### config.mk
export PLATFORM = sky130hd
export DESIGN_NAME = hsv_to_rgb_converter_unit
export DESIGN_NICKNAME = d
export VERILOG_FILES = /design/src/hdl/hsvrgb_pkg.sv /design/src/hdl/hsv_to_rgb_converter_unit.sv
export SDC_FILE = /design/constraint.sdc
export NUM_CORES = 1
export LEC_CHECK = 0
export BUFFER_PORTS_ARGS = -buffer_cell sky130_fd_sc_hd__buf_4
export CAP_MARGIN = 20
export CORE_MARGIN = 2
export CORE_UTILIZATION = 50
export CTS_CLUSTER_DIAMETER = 200
export DETAILED_ROUTE_END_ITERATION = 8
export GPL_ROUTABILITY_DRIVEN = 0
export PLACE_DENSITY = 0.75
export SYNTH_ARGS = -nofsm -noshare
export SYNTH_HDL_FRONTEND = slang
export SYNTH_SLANG_ARGS = --single-unit
### constraint.sdc
create_clock -name i_clk -period 9.1 [get_ports i_clk]
set_input_delay 0.455 -clock i_clk [delete_from_list [all_inputs] [get_ports i_clk]]
set_output_delay 0.455 -clock i_clk [all_outputs]
set_load 0.005 [all_outputs]
### src/hdl/hsvrgb_pkg.sv
`timescale 1ns / 1ps

package hsvrgb_pkg;

    // Field widths of one word on either side.
    localparam int HUE_W    = 9;
    localparam int LEVEL_W  = 8;
    localparam int SECTOR_W = 4;
    localparam int FRAC_W   = 8;
    localparam int PROD_W   = 2 * LEVEL_W;
    localparam int S_DATA_W = 32;
    localparam int M_DATA_W = 24;

    localparam int SECTOR_DEGREES = 60;
    localparam int LAST_SECTOR    = 8;

    localparam logic [LEVEL_W-1:0] FULL_SCALE = 8'd255;

    typedef logic [SECTOR_W-1:0] t_sector;
    typedef logic [LEVEL_W-1:0]  t_level;
    typedef logic [PROD_W-1:0]   t_prod;

    // Hue sectors; every code from five upward shares the magenta-to-red order.
    localparam t_sector SEC_RED_YEL = 4'd0;
    localparam t_sector SEC_YEL_GRN = 4'd1;
    localparam t_sector SEC_GRN_CYN = 4'd2;
    localparam t_sector SEC_CYN_BLU = 4'd3;
    localparam t_sector SEC_BLU_MAG = 4'd4;

    // Truncating division by 255 for products of two bytes (at most 65025).
    function automatic t_level div255(input t_prod x);
        logic [PROD_W:0] sum;
        sum = {1'b0, x} + {{(LEVEL_W + 1){1'b0}}, x[PROD_W-1:LEVEL_W]} + 17'd1;
        return sum[PROD_W-1:LEVEL_W];
    endfunction

endpackage

### src/hdl/hsv_to_rgb_converter_unit.sv
`timescale 1ns / 1ps

// HSV to RGB converter, 8-bit integer form. Each input word carries a hue in
// degrees, a saturation and a value; each output word carries red, green and
// blue. Zero saturation gives the value on all three channels. Hues from 360
// up fall into the last arrangement, the same one as sector five. The block
// is a five-stage pipeline that takes one word every clock cycle when the
// output side does not stall. The multiplier stages set that depth: every
// byte product is registered before its division by 255, and the second
// pair of products needs the first quotients. Each stage holds its own
// valid bit and loads whenever it is empty or the stage after it moves, so a
// stall on the output side fills bubbles first and then holds every stage
// without losing or repeating words.
module hsv_to_rgb_converter_unit (
    input  logic                              i_clk,
    input  logic                              i_rst_n,
    // Slave side. tdata: hue [8:0], saturation [16:9], brightness [24:17],
    // zero fill [31:25].
    input  logic                              i_s_tvalid,
    output logic                              o_s_tready,
    input  logic [hsvrgb_pkg::S_DATA_W-1:0]   i_s_tdata,
    // Master side. tdata: red [7:0], green [15:8], blue [23:16].
    output logic                              o_m_tvalid,
    input  logic                              i_m_tready,
    output logic [hsvrgb_pkg::M_DATA_W-1:0]   o_m_tdata
);
    import hsvrgb_pkg::*;

    // Stage enables, computed from the output back toward the input.
    logic en1, en2, en3, en4, en5;

    // Stage 1: sector, fraction, saturation, value.
    logic    r1_vld;
    t_sector r1_sector;
    t_level  r1_f;
    t_level  r1_s;
    t_level  r1_v;

    // Stage 2: first products.
    logic    r2_vld;
    t_sector r2_sector;
    t_level  r2_v;
    logic    r2_grey;
    t_prod   r2_prod_q;
    t_prod   r2_prod_t;
    t_prod   r2_prod_p;

    // Stage 3: quotients of the first products.
    logic    r3_vld;
    t_sector r3_sector;
    t_level  r3_v;
    logic    r3_grey;
    t_level  r3_kq;
    t_level  r3_kt;
    t_level  r3_p;

    // Stage 4: second products.
    logic    r4_vld;
    t_sector r4_sector;
    t_level  r4_v;
    logic    r4_grey;
    t_prod   r4_prod_q;
    t_prod   r4_prod_t;
    t_level  r4_p;

    // Stage 5: output register.
    logic    r5_vld;
    t_level  r5_red;
    t_level  r5_green;
    t_level  r5_blue;

    // Hue decode for stage 1.
    logic [HUE_W-1:0]  hue;
    t_sector           n_sector;
    logic [HUE_W-1:0]  sector_base;
    logic [HUE_W-1:0]  hue_rem;
    logic [FRAC_W+1:0] frac_x17;

    // Final selection for stage 5.
    t_level q_lvl;
    t_level t_lvl;
    t_level n_red;
    t_level n_green;
    t_level n_blue;

    assign en5 = !r5_vld || i_m_tready;
    assign en4 = !r4_vld || en5;
    assign en3 = !r3_vld || en4;
    assign en2 = !r2_vld || en3;
    assign en1 = !r1_vld || en2;

    assign o_s_tready = en1;
    assign o_m_tvalid = r5_vld;
    assign o_m_tdata  = {r5_blue, r5_green, r5_red};

    assign hue = i_s_tdata[HUE_W-1:0];

    // The sector is the count of 60-degree boundaries the hue has passed,
    // and the remainder is what is left above the last one.
    always_comb begin
        n_sector    = '0;
        sector_base = '0;
        for (int k = 1; k <= LAST_SECTOR; k++) begin
            if (hue >= HUE_W'(k * SECTOR_DEGREES)) begin
                n_sector    = SECTOR_W'(k);
                sector_base = HUE_W'(k * SECTOR_DEGREES);
            end
        end
        hue_rem  = hue - sector_base;
        // rem * 255 / 60 equals rem * 17 / 4.
        frac_x17 = {hue_rem[5:0], 4'd0} + {4'd0, hue_rem[5:0]};
    end

    always_ff @(posedge i_clk) begin
        if (!i_rst_n) begin
            r1_vld <= 1'b0;
            r2_vld <= 1'b0;
            r3_vld <= 1'b0;
            r4_vld <= 1'b0;
            r5_vld <= 1'b0;
        end else begin
            if (en1) r1_vld <= i_s_tvalid;
            if (en2) r2_vld <= r1_vld;
            if (en3) r3_vld <= r2_vld;
            if (en4) r4_vld <= r3_vld;
            if (en5) r5_vld <= r4_vld;
        end
    end

    always_ff @(posedge i_clk) begin
        if (en1) begin
            r1_sector <= n_sector;
            r1_f      <= frac_x17[FRAC_W+1:2];
            r1_s      <= i_s_tdata[HUE_W +: LEVEL_W];
            r1_v      <= i_s_tdata[HUE_W + LEVEL_W +: LEVEL_W];
        end
    end

    always_ff @(posedge i_clk) begin
        if (en2) begin
            r2_sector <= r1_sector;
            r2_v      <= r1_v;
            r2_grey   <= (r1_s == '0);
            r2_prod_q <= r1_s * r1_f;
            r2_prod_t <= r1_s * (FULL_SCALE - r1_f);
            r2_prod_p <= r1_v * (FULL_SCALE - r1_s);
        end
    end

    always_ff @(posedge i_clk) begin
        if (en3) begin
            r3_sector <= r2_sector;
            r3_v      <= r2_v;
            r3_grey   <= r2_grey;
            r3_kq     <= div255(r2_prod_q);
            r3_kt     <= div255(r2_prod_t);
            r3_p      <= div255(r2_prod_p);
        end
    end

    always_ff @(posedge i_clk) begin
        if (en4) begin
            r4_sector <= r3_sector;
            r4_v      <= r3_v;
            r4_grey   <= r3_grey;
            r4_prod_q <= r3_v * (FULL_SCALE - r3_kq);
            r4_prod_t <= r3_v * (FULL_SCALE - r3_kt);
            r4_p      <= r3_p;
        end
    end

    // The sector picks the channel order; grey overrides it.
    always_comb begin
        q_lvl = div255(r4_prod_q);
        t_lvl = div255(r4_prod_t);
        if (r4_grey) begin
            n_red   = r4_v;
            n_green = r4_v;
            n_blue  = r4_v;
        end else begin
            unique case (r4_sector)
                SEC_RED_YEL: begin
                    n_red = r4_v;  n_green = t_lvl; n_blue = r4_p;
                end
                SEC_YEL_GRN: begin
                    n_red = q_lvl; n_green = r4_v;  n_blue = r4_p;
                end
                SEC_GRN_CYN: begin
                    n_red = r4_p;  n_green = r4_v;  n_blue = t_lvl;
                end
                SEC_CYN_BLU: begin
                    n_red = r4_p;  n_green = q_lvl; n_blue = r4_v;
                end
                SEC_BLU_MAG: begin
                    n_red = t_lvl; n_green = r4_p;  n_blue = r4_v;
                end
                default: begin
                    n_red = r4_v;  n_green = r4_p;  n_blue = q_lvl;
                end
            endcase
        end
    end

    always_ff @(posedge i_clk) begin
        if (en5) begin
            r5_red   <= n_red;
            r5_green <= n_green;
            r5_blue  <= n_blue;
        end
    end

endmodule

==> flow_summary.toml, run 1 <==
[synth]
ys.flop_type = "edfxtp_1"
synth_xor_area_frac = 0.0402
synth_edf_count = 203
syn_area_sq_um = 20000
synth_seq_cells = 208
synthesis.nets = 2390
synth_compound_area_frac = 0.0856
synth_top_family_by_area = "adder cells"
synthSimpleGateAreaFrac = 0.166
async_reset_ff_frac = 0
netlist_instances = 1940
yosysSeqAreaShare = 0.309
synthMuxAreaShare = 0.000500
synth_cell_types = 70
ys_warn_count = 0
synth_area_per_cell_sq_um = 10.3
synthAdderAreaFrac = 0.329

[route]
drc = 0
drtAntennaViolNets = 0
dr.pass1.iters = 6
via_count = 13800
drt-vias-per-instance = 5.46
drt_iter0_markers = 719
drt_wl_total_mm = 39.9
wire_per_inst_um = 15.9

[global_route]
grt_pass1_wl_mm = 67.4
grt_max_degree = 62
grtUsageTotal = 0.196
first_global_vias = 14000
antenna_found_initial = 1
overflow = 0

[finish]
final_layout_size_suffix_gt1_frac = 0.0582
fin_nets = 2427
mostFrequentLayoutCells = "inv_1, ha_1, edfxtp_1, fa_1, nor2b_1"
area_growth_syn_to_layout_pct = 8.63
stdcell_count = 2519
utilization = 0.549
fill_cells = 3447
antenna_cells = 0
final_common_cell = "inv_1"

[timing]
max_freq_mhz = 195
skew_ns = 0.0270
finalCritPeriodShare = 0.562
fin_crit_ns = 5.12
max_slew_margin = 0.226
hold_violations = 0
setup_viol = 0
max_slew.worst_pin.slew_ns = 1.16
grt_setup_unrepaired = "false"
report.final.slew_viol_count = 0
fin_setup_tns_ns = 0

[setup_path]
slowest_stage = "edfxtp_1"
worstSetupEndpointType = "register"
cp_common_cell = "fa_1"
worstSetupPathType = "reg2reg"
arrival_ns = 5.42
crit_required_ns = 9.40
reg2regPathDepth = 14
crit_buf_inv = 2
critPathLaunchType = "register"
crit-reg2reg-capture = "r4_prod_q[15]$_DFFE_PP_"
slowest_delay_ns = 0.80
path_cells = "nor2b_1, fa_1, inv_1, fa_1, fa_1, inv_1, fa_1, ha_1, o21a_1, nor2_1, nor3_1, a2111oi_0, a21oi_1, xnor2_1"
r2r_slack_ns = 3.98
path_max_fanout = 17
cp_top_family = "adder cells"
rr_startpoint = "r3_v[4]$_DFFE_PP_"

[clock_network]
cts_hold_buf = 0
postCtsSetupBuffers = 0
clkTransAtPathRegs_ns = 0.07
cts_max_level = 1
cts_tree = "done"
ctsResizeCount = 0
clock_sinks = 208
clock_path_buffers = 3
clock_latency_ns = 0.54
cts_buffers = 23
cts_root_buffer = "clkbuf_16"

[place]
dpl.cell_count = 2475
dpl.hpwl_mm = 30.3
portBuffers = 54

[min_path]
min_to = "r1_v[7]$_DFFE_PP_"
hp-start = "i_s_tdata[24]"
min_path_type = "in2reg"
holdPathStages = 1

[floorplanning]
die-area_sq_um = 41700
start_util = 0.505
die_height_um = 204
num_rows = 73
ios = 62
coreArea_sq_um = 39600
die_x_um = 204

[outcome]
outcome = "complete, no violations"

[run]
drv_cap = 0
-- sequential cells by signal, indices dropped and copies added (netlist names), 16 cells and up --
signal,count
r2_prod_p,16
r2_prod_q,16
r2_prod_t,16
r4_prod_q,16
r4_prod_t,16
-- cell type report --
class	count	area, sq um	share of cell area
clock buffer	26	587	0.0270
clock inverter	16	189	0.00868
inverter	320	1200	0.0552
multi-input combinational	1362	12500	0.572
sequential	208	6200	0.285
tap	525	657	0.0302
timing repair buffer	62	475	0.0218
-- cell families after synthesis --
group	Yosys count
XOR/XNOR	92
adder cells (fa/ha/maj)	416
AO/OA/AOI/OAI	246
multiplexers	1
flip-flops	208
buffers and inverters	370
AND/OR/NAND/NOR	607
-- metrics by stage --
step	hold WS [ns]	setup slack (ns)	cell area (sq um)
detailed placement	0.405	4.02	21000
CTS	0.0587	4.00	21700
finish	0.0842	3.98	21800
floorplan	0.400	4.43	20000
global placement	0.401	4.03	21000
global route	0.0638	3.69	21800
-- cell usage after synthesis, types with 14 or more instances --
cell        n  area [sq um]
edfxtp_1  203          6100
nor3_1     29           145
and2_1     48           300
nand2b_1  119           744
o21ai_0    41           205
a21oi_1    55           275
a21o_1     17           128
clkbuf_1   46           173
fa_1      186          3720
nand3_1    27           135
a211oi_1   15           113
nand2_1    88           330
and3_1     14          87.6
xnor2_1    65           569
xor2_1     27           236
ha_1      228          2850
nor2_1     84           315
inv_1     320          1200
o21a_1     23           173
nor2b_1   161          1010
-- layer usage --
metal	wire length [um]	share of wire	track usage	up-vias
met1	17100	0.43	0.255	6758
met4	1120	0.028	0.0569	2
met2	19800	0.50	0.344	366
li1	-	-	-	6529
met3	1870	0.047	0.0249	101
met5	13	0.00033	0	-
-- worst reg2reg max path, stage by stage (launching register included) --
cell       delay (ns)
edfxtp_1         0.80
nor2b_1          0.26
fa_1             0.43
inv_1            0.08
fa_1             0.44
fa_1             0.54
inv_1            0.05
fa_1             0.49
ha_1             0.37
o21a_1           0.19
nor2_1           0.13
nor3_1           0.08
a2111oi_0        0.66
a21oi_1          0.18
xnor2_1          0.17
-- how the worst max path moves through the flow --
stage	from	to	slack, ns	cells past startpoint
after floorplan	r3_v[3]$_DFFE_PP_	r4_prod_q[15]$_DFFE_PP_	4.43	15
after global placement	r3_v[3]$_DFFE_PP_	r4_prod_q[15]$_DFFE_PP_	4.03	14
after global routing	r3_v[4]$_DFFE_PP_	r4_prod_q[15]$_DFFE_PP_	3.69	14
final	r3_v[4]$_DFFE_PP_	r4_prod_q[15]$_DFFE_PP_	3.98	14
after CTS	r1_s[5]$_DFFE_PP_	r2_prod_t[15]$_DFFE_PP_	4.00	15
after detailed placement	r3_v[3]$_DFFE_PP_	r4_prod_q[15]$_DFFE_PP_	4.02	14
Power of run 1 is left out: the tool's default activity adds up to more than one toggle a clock period on the data nets, which glitch-free logic cannot reach.
==> run 2, diff against run 1 <==
--- a/config.mk
+++ b/config.mk
@@ -5,6 +5,7 @@
 export SDC_FILE = /design/constraint.sdc
 export NUM_CORES = 1
 export LEC_CHECK = 0
+export ABC_AREA = 1
 export BUFFER_PORTS_ARGS = -buffer_cell sky130_fd_sc_hd__buf_4
 export CAP_MARGIN = 20
 export CORE_MARGIN = 2
==> constraint.sdc (replaced) <==
create_clock -name i_clk -period 5.1 [get_ports i_clk]
set_input_delay 0.255 -clock i_clk [delete_from_list [all_inputs] [get_ports i_clk]]
set_output_delay 0.255 -clock i_clk [all_outputs]
set_load 0.005 [all_outputs]
==> run 2 against run 1 <==
  * Global-route usage rose by 2.3 points
  * Worst hold slack worse by 0.051 ns
  * Worst setup slack worse by 3.5 ns
  * Critical endpoint is now r4_prod_t[13]$_DFFE_PP_
  * Sequential share of layout area down 0.69 points
  * Wire length increased by 10%
  * Core utilization is 0.97 points higher
  * Maximum frequency grew 12%
==> flow_summary.toml, run 2 <==
[timing]
max_slew.worst_pin.slew_ns = 0.928
max_freq_mhz = 219
grt_setup_unrepaired = "false"
setup_viol = 0
max_slew_margin = 0.381
finalCritPeriodShare = 0.896
skew_ns = 0.0500
layout_setup_ws_ns = 0.529
report.final.slew_viol_count = 0
fin_setup_tns_ns = 0
fin_crit_ns = 4.57
whs_ns = 0.0335
hold_violations = 0

[global_route]
overflow = 0
first_global_vias = 16700
grtUsageTotal = 0.220
grt_max_degree = 55
antenna_found_initial = 1
grt_pass1_wl_mm = 75.5

[route]
dr.pass1.iters = 8
drc = 0
wire_per_inst_um = 14.7
drtAntennaViolNets = 0
drt_iter0_markers = 1058
via_count = 15700
drt-vias-per-instance = 5.27
drt_wl_total_mm = 43.9

[finish]
fill_cells = 3423
final_layout_size_suffix_gt1_frac = 0.0509
antenna_cells = 0
multi_input_area_sq_um = 11900
area_growth_syn_to_layout_pct = 9.91
final_common_cell = "inv_1"
fin_nets = 2889
regArea_sq_um = 6200
mostFrequentLayoutCells = "inv_1, nand2_1, nor2_1, ha_1, edfxtp_1"

[synth]
yosysMostFrequentCell = "inv_1"
synth_top_area_share = 0.300
synth_area_per_cell_sq_um = 8.59
syn_area_sq_um = 20300
synth_common_cells = "inv_1, nand2_1, nor2_1"
synthesis.nets = 2812
async_reset_ff_frac = 0
ys.flop_type = "edfxtp_1"
synth_top_area_cell = "edfxtp_1"
yosysSeqAreaShare = 0.305
ys_warn_count = 0
synth_edf_count = 203
netlist_instances = 2362
synth_seq_cells = 208
synth_area_leaders = "edfxtp_1, fa_1, ha_1"
synth_cell_types = 41

[floorplanning]
num_rows = 73
coreArea_sq_um = 39900
die-area_sq_um = 42200
start_util = 0.508
ios = 62
die_height_um = 205
die_x_um = 205

[place]
portBuffers = 54
post-place-ws_ns = 0.603
dpl.hpwl_mm = 35.0

[setup_path]
path_max_fanout = 14
worstSetupPathType = "reg2reg"
worstSetupEndpointType = "register"
arrival_ns = 4.88
crit_required_ns = 5.41
rr_startpoint = "r3_v[0]$_DFFE_PP_"
startpoint = "r3_v[0]$_DFFE_PP_"
critPathLaunchType = "register"

[run]
drv_cap = 0

[min_path]
min_path_type = "in2reg"
hp-start = "i_s_tdata[0]"

[outcome]
outcome = "complete, no violations"

[clock_network]
clock_sinks = 208
clock_path_buffers = 3
cts_tree = "done"
postCtsSetupBuffers = 0
cts_max_level = 1
clkTransAtPathRegs_ns = 0.06
ctsResizeCount = 0
cts_root_buffer = "clkbuf_16"
clock_latency_ns = 0.56
cts_buffers = 24
run 2: final timing paths:
| kind | to | depth (start not counted) | slack [ns] |
|---|---|---|---|
| setup reg to reg | r4_prod_t[13]$_DFFE_PP_ | 15 | 0.53 |
| setup / recovery | r4_prod_t[13]$_DFFE_PP_ | 15 | 0.53 |
| hold / removal | r1_f[2]$_DFFE_PP_ | 2 | 0.03 |
| hold reg to reg | r3_v[1]$_DFFE_PP_ | 0 | 0.40 |
run 2: repair_timing:
action / 4_1_cts / 5_1_grt
setup endpoints to repair: 0 / 0
hold buffers: 19 / 0
endpoints found under the hold margin: 21 / 0
run 2: critical path, stage by stage, from the launching register on:
cell and delay [ns]:
edfxtp_1 0.53, inv_1 0.44, nor2_1 0.13, fa_1 0.47
fa_1 0.49, ha_1 0.29, inv_1 0.05, fa_1 0.53
inv_1 0.04, ha_1 0.34, a21oi_1 0.14, nand2_1 0.12
a21oi_1 0.26, o21ai_0 0.19, a21oi_1 0.22, xor2_1 0.09
run 2: cell families (layout without fill, tap and decap cells):
group           after synthesis  count (layout)  share of synthesized area
simple gates                909             909                      0.183
buf+inv                     588             683                      0.110
fa+ha+maj                   414             414                      0.324
flops                       208             208                      0.305
compound gates              170             170                     0.0461
xor+xnor                     73              73                     0.0315
run 2: area by class of cell:
cell class	instances	area share
Multi-Input combinational cell	1566	0.532
Clock inverter	18	0.00741
Clock buffer	26	0.0273
Inverter	541	0.0911
Timing Repair Buffer	98	0.0351
Tap cell	525	0.0295
Sequential cell	208	0.278
run 2: metrics by stage:
| step | area, sq um | std cells | util |
|---|---|---|---|
| floorplan | 20300 | 2362 | - |
| CTS | 22300 | 2981 | 0.559 |
| detailed placement | 21300 | 2918 | 0.534 |
| global route | 22300 | 2982 | 0.559 |
| global placement | 21300 | 2918 | 0.534 |
| finish | 22300 | 2982 | 0.559 |
run 2: routing by layer:
| layer | up-vias | GRT usage | share of wire | routed length (um) |
|---|---|---|---|---|
| li1 | 7518 | - | - | - |
| met1 | 7443 | 0.256 | 0.39 | 17400 |
| met2 | 596 | 0.400 | 0.50 | 21900 |
| met3 | 144 | 0.0331 | 0.064 | 2790 |
| met4 | 2 | 0.0982 | 0.043 | 1910 |
| met5 | - | 0 | 0.00018 | 8 |
Power of run 2 is left out for the same reason.
